--- config.mk ---
export PLATFORM = sky130hd
export DESIGN_NAME = two_color_mask_colorize
export DESIGN_NICKNAME = d
export VERILOG_FILES = /design/src/rtl/tcmc_pkg.sv /design/src/rtl/tcmc_channel.sv /design/src/rtl/two_color_mask_colorize.sv
export SDC_FILE = /design/constraint.sdc
export NUM_CORES = 2
export LEC_CHECK = 0
export ABC_CLOCK_PERIOD_IN_PS = 5300
export BUFFER_PORTS_ARGS = -buffer_cell sky130_fd_sc_hd__buf_2
export CORE_MARGIN = 3
export CORE_UTILIZATION = 55
export CTS_CLUSTER_DIAMETER = 80
export DETAILED_ROUTE_END_ITERATION = 10
export PLACE_DENSITY_LB_ADDON = 0.3
export SLEW_MARGIN = 20
export SYNTH_ARGS = -nofsm -noshare
export SYNTH_HDL_FRONTEND = slang
export SYNTH_SLANG_ARGS = --single-unit
export TNS_END_PERCENT = 20
--- constraint.sdc ---
create_clock -name clk -period 5.3 [get_ports clk]
set_clock_uncertainty 0.1 [all_clocks]
set_input_delay 0.53 -clock clk [delete_from_list [all_inputs] [get_ports clk]]
set_output_delay 0.53 -clock clk [all_outputs]
set_load 0.005 [all_outputs]
--- src/rtl/tcmc_pkg.sv ---
`timescale 1ns / 1ps
`default_nettype none

package tcmc_pkg;

  localparam int unsigned NumRegs = 8;
  localparam int unsigned IdxW    = 3;

  localparam logic [IdxW-1:0] RegPrimaryRed     = 3'd0;
  localparam logic [IdxW-1:0] RegPrimaryGreen   = 3'd1;
  localparam logic [IdxW-1:0] RegPrimaryBlue    = 3'd2;
  localparam logic [IdxW-1:0] RegPrimaryAlpha   = 3'd3;
  localparam logic [IdxW-1:0] RegSecondaryRed   = 3'd4;
  localparam logic [IdxW-1:0] RegSecondaryGreen = 3'd5;
  localparam logic [IdxW-1:0] RegSecondaryBlue  = 3'd6;
  localparam logic [IdxW-1:0] RegSecondaryAlpha = 3'd7;

  localparam logic [7:0] ByteMax = 8'd255;

  // Load enables for the two back stages of the pipeline
  typedef struct packed {
    logic s3;
    logic s4;
  } stage_en_t;

  // (x + 127) / 255 for x = a*b with a, b in 0..255, without a divider
  function automatic logic [7:0] div255_round(input logic [15:0] x);
    logic [16:0] t;
    logic [16:0] u;
    t = {1'b0, x} + 17'd128;
    u = t + {8'd0, t[16:8]};
    return u[15:8];
  endfunction

  function automatic logic [7:0] sat_add(input logic [7:0] a, input logic [7:0] b);
    logic [8:0] s;
    s = {1'b0, a} + {1'b0, b};
    return s[8] ? ByteMax : s[7:0];
  endfunction

endpackage

`default_nettype wire

--- src/rtl/tcmc_channel.sv ---
`timescale 1ns / 1ps
`default_nettype none

// One color channel: two products in stage 3, rounded and summed in stage 4
module tcmc_channel (
  input  wire logic                clk,
  input  wire tcmc_pkg::stage_en_t en,
  input  wire logic [7:0]          color_p,
  input  wire logic [7:0]          color_s,
  input  wire logic [7:0]          weight_p,
  input  wire logic [7:0]          weight_s,
  output logic [7:0]               chan
);

  logic [15:0] prod_p;
  logic [15:0] prod_s;

  always_ff @(posedge clk) begin
    if (en.s3) begin
      prod_p <= {8'd0, color_p} * {8'd0, weight_p};
      prod_s <= {8'd0, color_s} * {8'd0, weight_s};
    end
  end

  always_ff @(posedge clk) begin
    if (en.s4) begin
      chan <= tcmc_pkg::sat_add(tcmc_pkg::div255_round(prod_p),
                                tcmc_pkg::div255_round(prod_s));
    end
  end

endmodule

`default_nettype wire

--- src/rtl/two_color_mask_colorize.sv ---
`timescale 1ns / 1ps
`default_nettype none

// Pipeline: four register stages (coverage x alpha, weight rounding,
// color x weight, rounding and saturating sum); one item per cycle while
// the output drains, as m_tready low holds the pipeline back.
// Reset: rst (synchronous) empties the pipeline and loads the colors to
// opaque black (color 0, alpha 255) for both primary and secondary.
module two_color_mask_colorize (
  input  wire logic        clk,
  input  wire logic        rst,
  input  wire logic        cfg_we,
  input  wire logic [2:0]  cfg_index,
  input  wire logic [7:0]  cfg_data,
  input  wire logic        s_tvalid,
  output logic             s_tready,
  input  wire logic [15:0] s_tdata,   // primary_coverage, secondary_coverage
  input  wire logic        s_tlast,   // line_end
  output logic             m_tvalid,
  input  wire logic        m_tready,
  output logic [31:0]      m_tdata,   // out_red, out_green, out_blue, out_alpha
  output logic             m_tlast    // row_last
);

  logic [7:0] regs [tcmc_pkg::NumRegs];

  always_ff @(posedge clk) begin
    if (rst) begin
      regs[tcmc_pkg::RegPrimaryRed]     <= 8'd0;
      regs[tcmc_pkg::RegPrimaryGreen]   <= 8'd0;
      regs[tcmc_pkg::RegPrimaryBlue]    <= 8'd0;
      regs[tcmc_pkg::RegPrimaryAlpha]   <= tcmc_pkg::ByteMax;
      regs[tcmc_pkg::RegSecondaryRed]   <= 8'd0;
      regs[tcmc_pkg::RegSecondaryGreen] <= 8'd0;
      regs[tcmc_pkg::RegSecondaryBlue]  <= 8'd0;
      regs[tcmc_pkg::RegSecondaryAlpha] <= tcmc_pkg::ByteMax;
    end else if (cfg_we) begin
      regs[cfg_index] <= cfg_data;
    end
  end

  logic v1, v2, v3, v4;
  logic rdy1, rdy2, rdy3, rdy4;

  assign rdy4 = !v4 || m_tready;
  assign rdy3 = !v3 || rdy4;
  assign rdy2 = !v2 || rdy3;
  assign rdy1 = !v1 || rdy2;
  assign s_tready = rdy1;

  always_ff @(posedge clk) begin
    if (rst) begin
      v1 <= 1'b0;
      v2 <= 1'b0;
      v3 <= 1'b0;
      v4 <= 1'b0;
    end else begin
      if (rdy1) v1 <= s_tvalid;
      if (rdy2) v2 <= v1;
      if (rdy3) v3 <= v2;
      if (rdy4) v4 <= v3;
    end
  end

  // stage 1: coverage times color alpha
  logic [15:0] prod_p, prod_s;
  logic        last1, last2, last3, last4;

  always_ff @(posedge clk) begin
    if (rdy1) begin
      prod_p <= {8'd0, s_tdata[7:0]} * {8'd0, regs[tcmc_pkg::RegPrimaryAlpha]};
      prod_s <= {8'd0, s_tdata[15:8]} * {8'd0, regs[tcmc_pkg::RegSecondaryAlpha]};
      last1  <= s_tlast;
    end
  end

  // stage 2: rounded weights
  logic [7:0] weight_p, weight_s;

  always_ff @(posedge clk) begin
    if (rdy2) begin
      weight_p <= tcmc_pkg::div255_round(prod_p);
      weight_s <= tcmc_pkg::div255_round(prod_s);
      last2    <= last1;
    end
  end

  // stages 3 and 4
  tcmc_pkg::stage_en_t en;
  logic [7:0] alpha3, alpha4;

  assign en = '{s3: rdy3, s4: rdy4};

  always_ff @(posedge clk) begin
    if (rdy3) begin
      alpha3 <= tcmc_pkg::sat_add(weight_p, weight_s);
      last3  <= last2;
    end
    if (rdy4) begin
      alpha4 <= alpha3;
      last4  <= last3;
    end
  end

  logic [7:0] red, green, blue;

  tcmc_channel u_red (
    .clk      (clk),
    .en       (en),
    .color_p  (regs[tcmc_pkg::RegPrimaryRed]),
    .color_s  (regs[tcmc_pkg::RegSecondaryRed]),
    .weight_p (weight_p),
    .weight_s (weight_s),
    .chan     (red)
  );

  tcmc_channel u_green (
    .clk      (clk),
    .en       (en),
    .color_p  (regs[tcmc_pkg::RegPrimaryGreen]),
    .color_s  (regs[tcmc_pkg::RegSecondaryGreen]),
    .weight_p (weight_p),
    .weight_s (weight_s),
    .chan     (green)
  );

  tcmc_channel u_blue (
    .clk      (clk),
    .en       (en),
    .color_p  (regs[tcmc_pkg::RegPrimaryBlue]),
    .color_s  (regs[tcmc_pkg::RegSecondaryBlue]),
    .weight_p (weight_p),
    .weight_s (weight_s),
    .chan     (blue)
  );

  assign m_tvalid = v4;
  assign m_tdata  = {alpha4, blue, green, red};
  assign m_tlast  = last4;

endmodule

`default_nettype wire

* After elaboration in Yosys (flattened, before gate mapping) *
Memories as Yosys holds them, arrays and structs flattened.
Cells that the tools add are included.

word-level totals
  register bits after elaboration = 192
  latch bits = 0
  bits in writable memories = 64
  memory bits (read-only) = 0
  bits of input ports = 33
  memories = 1

cells by class
  add/sub/neg operators = 20
  multiply operators = 8
  divide/modulo/power cells = 0
  order comparisons = 0
  equality and inequality tests = 0
  shift-type cells = 0
  muxes and demuxes = 8
  bitwise operators = 0
  reductions and logical operators = 9

memory list
  memory  depth  bits a word  read ports  clocked after Yosys merged registers in  write ports  line                           text
  regs    8      8            8           0                                        8            two_color_mask_colorize.sv:25  logic [7:0] regs [tcmc_pkg::NumRegs];

operators with widths
  cell                                            count
  adder 16 x 8 -> 17 bit (second input constant)  8
  adder 16 x 9 -> 16 bit                          8
  multiplier 8 x 8 -> 16 bit                      8
  adder 8 x 8 -> 9 bit                            4
  2-to-1 mux 8 bit                                1
  OR reduction 8 bit                              1
  2-to-1 mux 1 bit                                6
  logical NOT 1 bit                               4
  logical OR 1 bit                                4
  2-to-1 mux 3 bit                                1

* Longest topological paths before layout *
  depth after elaboration = 5
  depth in mapped cells = 21
  mapped depth without buffers = 21

* Modules after synthesis *
From an unflattened synthesis, not the netlist that was laid out.

unflattened totals
  cells, all modules = 3064
  area, all modules = 30555.6 um2

by module, submodules not included
  module                      times used  cells an instance  area an instance (um2)
  tcmc_channel at u_blue ...  2           729                6896.6
  two_color_mask_colorize     1           895                10040.9
  tcmc_channel at u_red       1           711                6721.4

* Worst setup path before layout *
No wires, ideal clock.

  path kind = reg2reg
  start point = register weight_s[2]
  end point = register u_red.prod_s[15] (data pin)
  arrival time = 4358 ps
  required time = 4940 ps
  path slack = 582 ps
  stages on the path, launching flop included = 20
  period minus slack after synthesis = 4718 ps
  cells stage by stage = edfxtp_1 clkbuf_1 and2_1 fa_1 inv_1 fa_1 inv_1 fa_1 inv_1 fa_1 inv_1 ha_1 o21a_1 o31a_1 o21a_1 nor2_1 o21ai_0 a211oi_1 a21oi_1 xnor2_1

between the ends
  word-level cells in the longest chain between the ends = 1

RTL lines
  what                        line                           text
  start: declaration          two_color_mask_colorize.sv:78  logic [7:0] weight_p, weight_s;
  start signal: assignment    two_color_mask_colorize.sv:83  weight_s <= tcmc_pkg::div255_round(prod_s);
  multiplier 8 x 8 -> 16 bit  tcmc_channel.sv:21             prod_s <= {8'd0, color_s} * {8'd0, weight_s};
  end signal: assignment      tcmc_channel.sv:21
  end: declaration            tcmc_channel.sv:16             logic [15:0] prod_s;

No other way between the ends.
A chain may end at the register's enable or synchronous reset.

* Worst setup path in the final report *
  start point = register weight_p[4]
  end point = register u_green.prod_p[15] (data pin)

between the ends
  word-level cells in the longest chain between the ends = 1

RTL lines
  what                        line                           text
  start: declaration          two_color_mask_colorize.sv:78
  start signal: assignment    two_color_mask_colorize.sv:82  weight_p <= tcmc_pkg::div255_round(prod_p);
  multiplier 8 x 8 -> 16 bit  tcmc_channel.sv:20             prod_p <= {8'd0, color_p} * {8'd0, weight_p};
  end signal: assignment      tcmc_channel.sv:20
  end: declaration            tcmc_channel.sv:15             logic [15:0] prod_p;

No other way between the ends.

==> flow_summary.toml <==
[setup_path]
cell_by_cell_listing_of_the_critical_path = "nand2_1 > fa_1 > fa_1 > inv_1 > fa_1 > inv_1 > fa_1 > inv_1 > ha_1 > o21a_1 > o31a_1 > nor2_1 > o21ai_1 > and4_1 > a2111oi_4 > a21oi_1 > xnor2_1"
end_kind = "flip-flop"
worstPathMaxFanout = 17
crit_family = "adder cells"
worst_path_most_repeated_cell = "fa_1"
worst-path-buf-inv = 3
worst-endpoint-arrival_ns = 5.25
critPathKind = "flip-flop to flip-flop"
timing.critical_path.slowest_cell_delay_ns = 0.76
worstPathRequired_ns = 5.50
worst_setup_path_start_kind = "flip-flop"
critPathSlowestCell = "edfxtp_1"
ff_to_ff_setup_slack_ns = 0.25

[layout]
fin_nets = 3757
area_used_by_sequential_logic_in_the_layout_um2 = 7650
drive_gt1_frac = 0.0707
final.fill_count = 4363
final_design_area_no_fill_um2 = 32000
area_delta_synth_final_pct = 8.59
multi_input_logic_area_um2 = 20000

[synthesis]
synth_async_sr_flop_share = 0
syn_area_per_cell_um2 = 10.0
synth_enable_flop_cells = 252
synth_nets = 3655
register_bit_count_reported_by_yosys = 256
yosysWarnings = 0
synth_top_flop_cell = "edfxtp_1"
syn-cell-area_um2 = 29500
ys_types = 74
yosysSeqAreaShare = 0.260
synth_top_cells_by_area = "edfxtp_1 (26%), fa_1 (20%), ha_1 (16%), and2_1 (9.7%), inv_1 (5.7%)"
post-synth-top-area-cell = "edfxtp_1"
synth_largest_type_area_fraction = 0.257
syn-instance-count = 2943

[routing]
drt_drc_violations_left = 0
routedWlPerCell_um = 16.8
post_drt_via_cell_ratio = 5.47
drt_iter0_drcs = 1106
route.antenna.remaining_nets = 0
dr.pass1.iters = 7
via_count = 20554
routed_wire_length_um = 63000

[placement]
io_buffers = 67
hpwlAfterDp_um = 49700
finalWeightedCongestion = 0.879
placedInstanceArea_um2 = 30700

[global_routing]
global_route.usage.total = 0.230
remaining_overflow_grt = 0
grt_max_degree = 71
initial_antenna_violation_count = 6
grt_first_pass_wirelength_um = 106000
grt_pass1_vias = 21619

[floorplanning]
fp.dieArea_um2 = 56400
die_height_um = 237
starting_density_of_the_core = 0.558
floorplan.io_pins = 68
floorplan.core_area_um2 = 52800
core.rowCount = 84
die-width_um = 237

[clock_tree]
cts_max_path_buffers = 3
clk_transition_reported_paths_ns = 0.06
cts_inserted_buffers = 35
cts-hold-fix-buffers = 0
clock_tree_from_tritoncts = "built"
root_buffer = "clkbuf_16"
clk-insertion-delay-late_ns = 0.55
cts.sink_count = 256
htree_levels = 2

[status]
status = "completed"

[sta]
slew-limit-headroom = 0.292
setup_viol = 0
layout_min_cycle_time_ns = 5.05
achievable-frequency_mhz = 198
finalCritPeriodShare = 0.953
tightest_slew_ns = 1.06
finalHoldViolations = 0
timing_max_transition_violations_final = 0

[job]
cap_viol_max_count = 0

[hold_path]
hold_path.class = "input pin to flip-flop"
## Yosys cell counts (2+ instances only)
cell       count
and3_4         2
a311oi_1       2
a21oi_1      105
or4_1          3
o41ai_1        4
dfxtp_1        4
o31a_1         8
a21boi_0       2
or3b_2         2
o21ai_1        6
a211oi_1       5
nand2_1      202
xnor2_1      139
nor2_1       108
or2_2         10
a31oi_1        8
a21o_2         3
and4_1         9
edfxtp_1     252
o21bai_1       7
fa_1         292
nand4_1       12
a31o_2         3
a21o_1        14
nor3_1        17
clkbuf_1      40
or3_1         18
o211ai_1       2
buf_2          2
and3_1        29
a2111oi_2      7
ha_1         387
a221oi_1       2
nand2b_1      40
nor2b_1       29
inv_1        445
o21ai_0       75
o31ai_1        4
nor4_1         2
nand3_1       54
xor2_1        60
mux2i_1        8
o21a_1        33
and2_1       457
## placed cells by master, fill, tap and decap left out, types with 16 or more instances in the layout
cell	netlist	layout
a21oi_1	105	103
and2_1	457	457
and3_1	29	29
buf_2	2	67
buf_4	1	42
clkbuf_16	0	36
edfxtp_1	252	252
fa_1	292	292
ha_1	387	387
inv_1	445	445
nand2_1	202	201
nand2b_1	40	40
nand3_1	54	54
nor2_1	108	108
nor2b_1	29	29
nor3_1	17	16
o21a_1	33	33
o21ai_0	75	74
or3_1	18	18
xnor2_1	139	139
xor2_1	60	59
## worst reg2reg max path, cell delays in order (launching register included)
cell and delay [ns]:
edfxtp_1 0.76, nand2_1 0.16, fa_1 0.50, fa_1 0.54
inv_1 0.05, fa_1 0.48, inv_1 0.05, fa_1 0.47
inv_1 0.04, ha_1 0.32, o21a_1 0.13, o31a_1 0.12
nor2_1 0.10, o21ai_1 0.10, and4_1 0.25, a2111oi_4 0.37
a21oi_1 0.14, xnor2_1 0.14
## sequential cells by signal, indices dropped and copies added, names as in the netlist, 16 cells and up
name and flops:
prod_p 16, prod_s 16, regs 64, u_blue.prod_p 16
u_blue.prod_s 16, u_green.prod_p 16, u_green.prod_s 16, u_red.prod_p 16
u_red.prod_s 16
## metal layers
metal / wire [µm] / GRT usage / vias up
li1: - / - / 9857
met1: 26900 / 0.293 / 10159
met2: 31700 / 0.412 / 425
met3: 2810 / 0.0309 / 113
met4: 1620 / 0.0680 / 0
met5: 0 / 0 / -
## what timing repair did
action | 4_1_cts | 5_1_grt
resized for setup | 0 | 9
setup endpoints to repair | 0 | 29
setup buffers | 0 | 10
## through the flow
stage / setup TNS, ns / worst slack [ns] / hold WS, ns / utilization / instances
2_1_floorplan: 0 / 0.582 / 0.300 / - / 2943
3_3_place_gp: 0 / 0.260 / 0.306 / 0.582 / 3686
3_5_place_dp: 0 / 0.142 / 0.305 / 0.582 / 3686
4_1_cts: 0 / 0.117 / 0.0206 / 0.604 / 3748
5_1_grt: -0.0103 / -0.0103 / 0.0375 / 0.606 / 3758
6_report: 0 / 0.248 / 0.0486 / 0.606 / 3759
## path summary, 6_finish.rpt
check                                                     to  cells past startpoint             startpoint
worst max-delay path            u_green.prod_p[15]$_DFFE_PP_                     17  weight_p[4]$_DFFE_PP_
worst min-delay path                         last1$_DFFE_PP_                      1                s_tlast
worst max register to register  u_green.prod_p[15]$_DFFE_PP_                     17  weight_p[4]$_DFFE_PP_
worst min register to register               last2$_DFFE_PP_                      0        last1$_DFFE_PP_
## cell families (layout without fill, tap and decap cells)
group / count (synthesis) / after routing / synth area share
AOI/OAI and AO/OA: 304 / 304 / 0.0661
buffers and inverters: 491 / 618 / 0.0631
muxes: 8 / 8 / 0.00272
and+or+nand+nor: 1006 / 1006 / 0.187
other: 0 / 1 / 0
adders and majority gates: 679 / 679 / 0.363
DFF: 256 / 256 / 0.260
xor gates and xnor gates: 199 / 199 / 0.0592
## cell type report
cell class                 count  area share
inverter                     446      0.0523
clock inverter                24     0.00665
multi-input combinational   2196       0.626
timing repair buffer         110      0.0210
antenna                        1   0.0000782
sequential                   256       0.239
clock buffer                  38      0.0284
tap                          688      0.0269
Power is not shown: default switching activity piles up to over one toggle a cycle in this logic, so the estimate is an artifact.
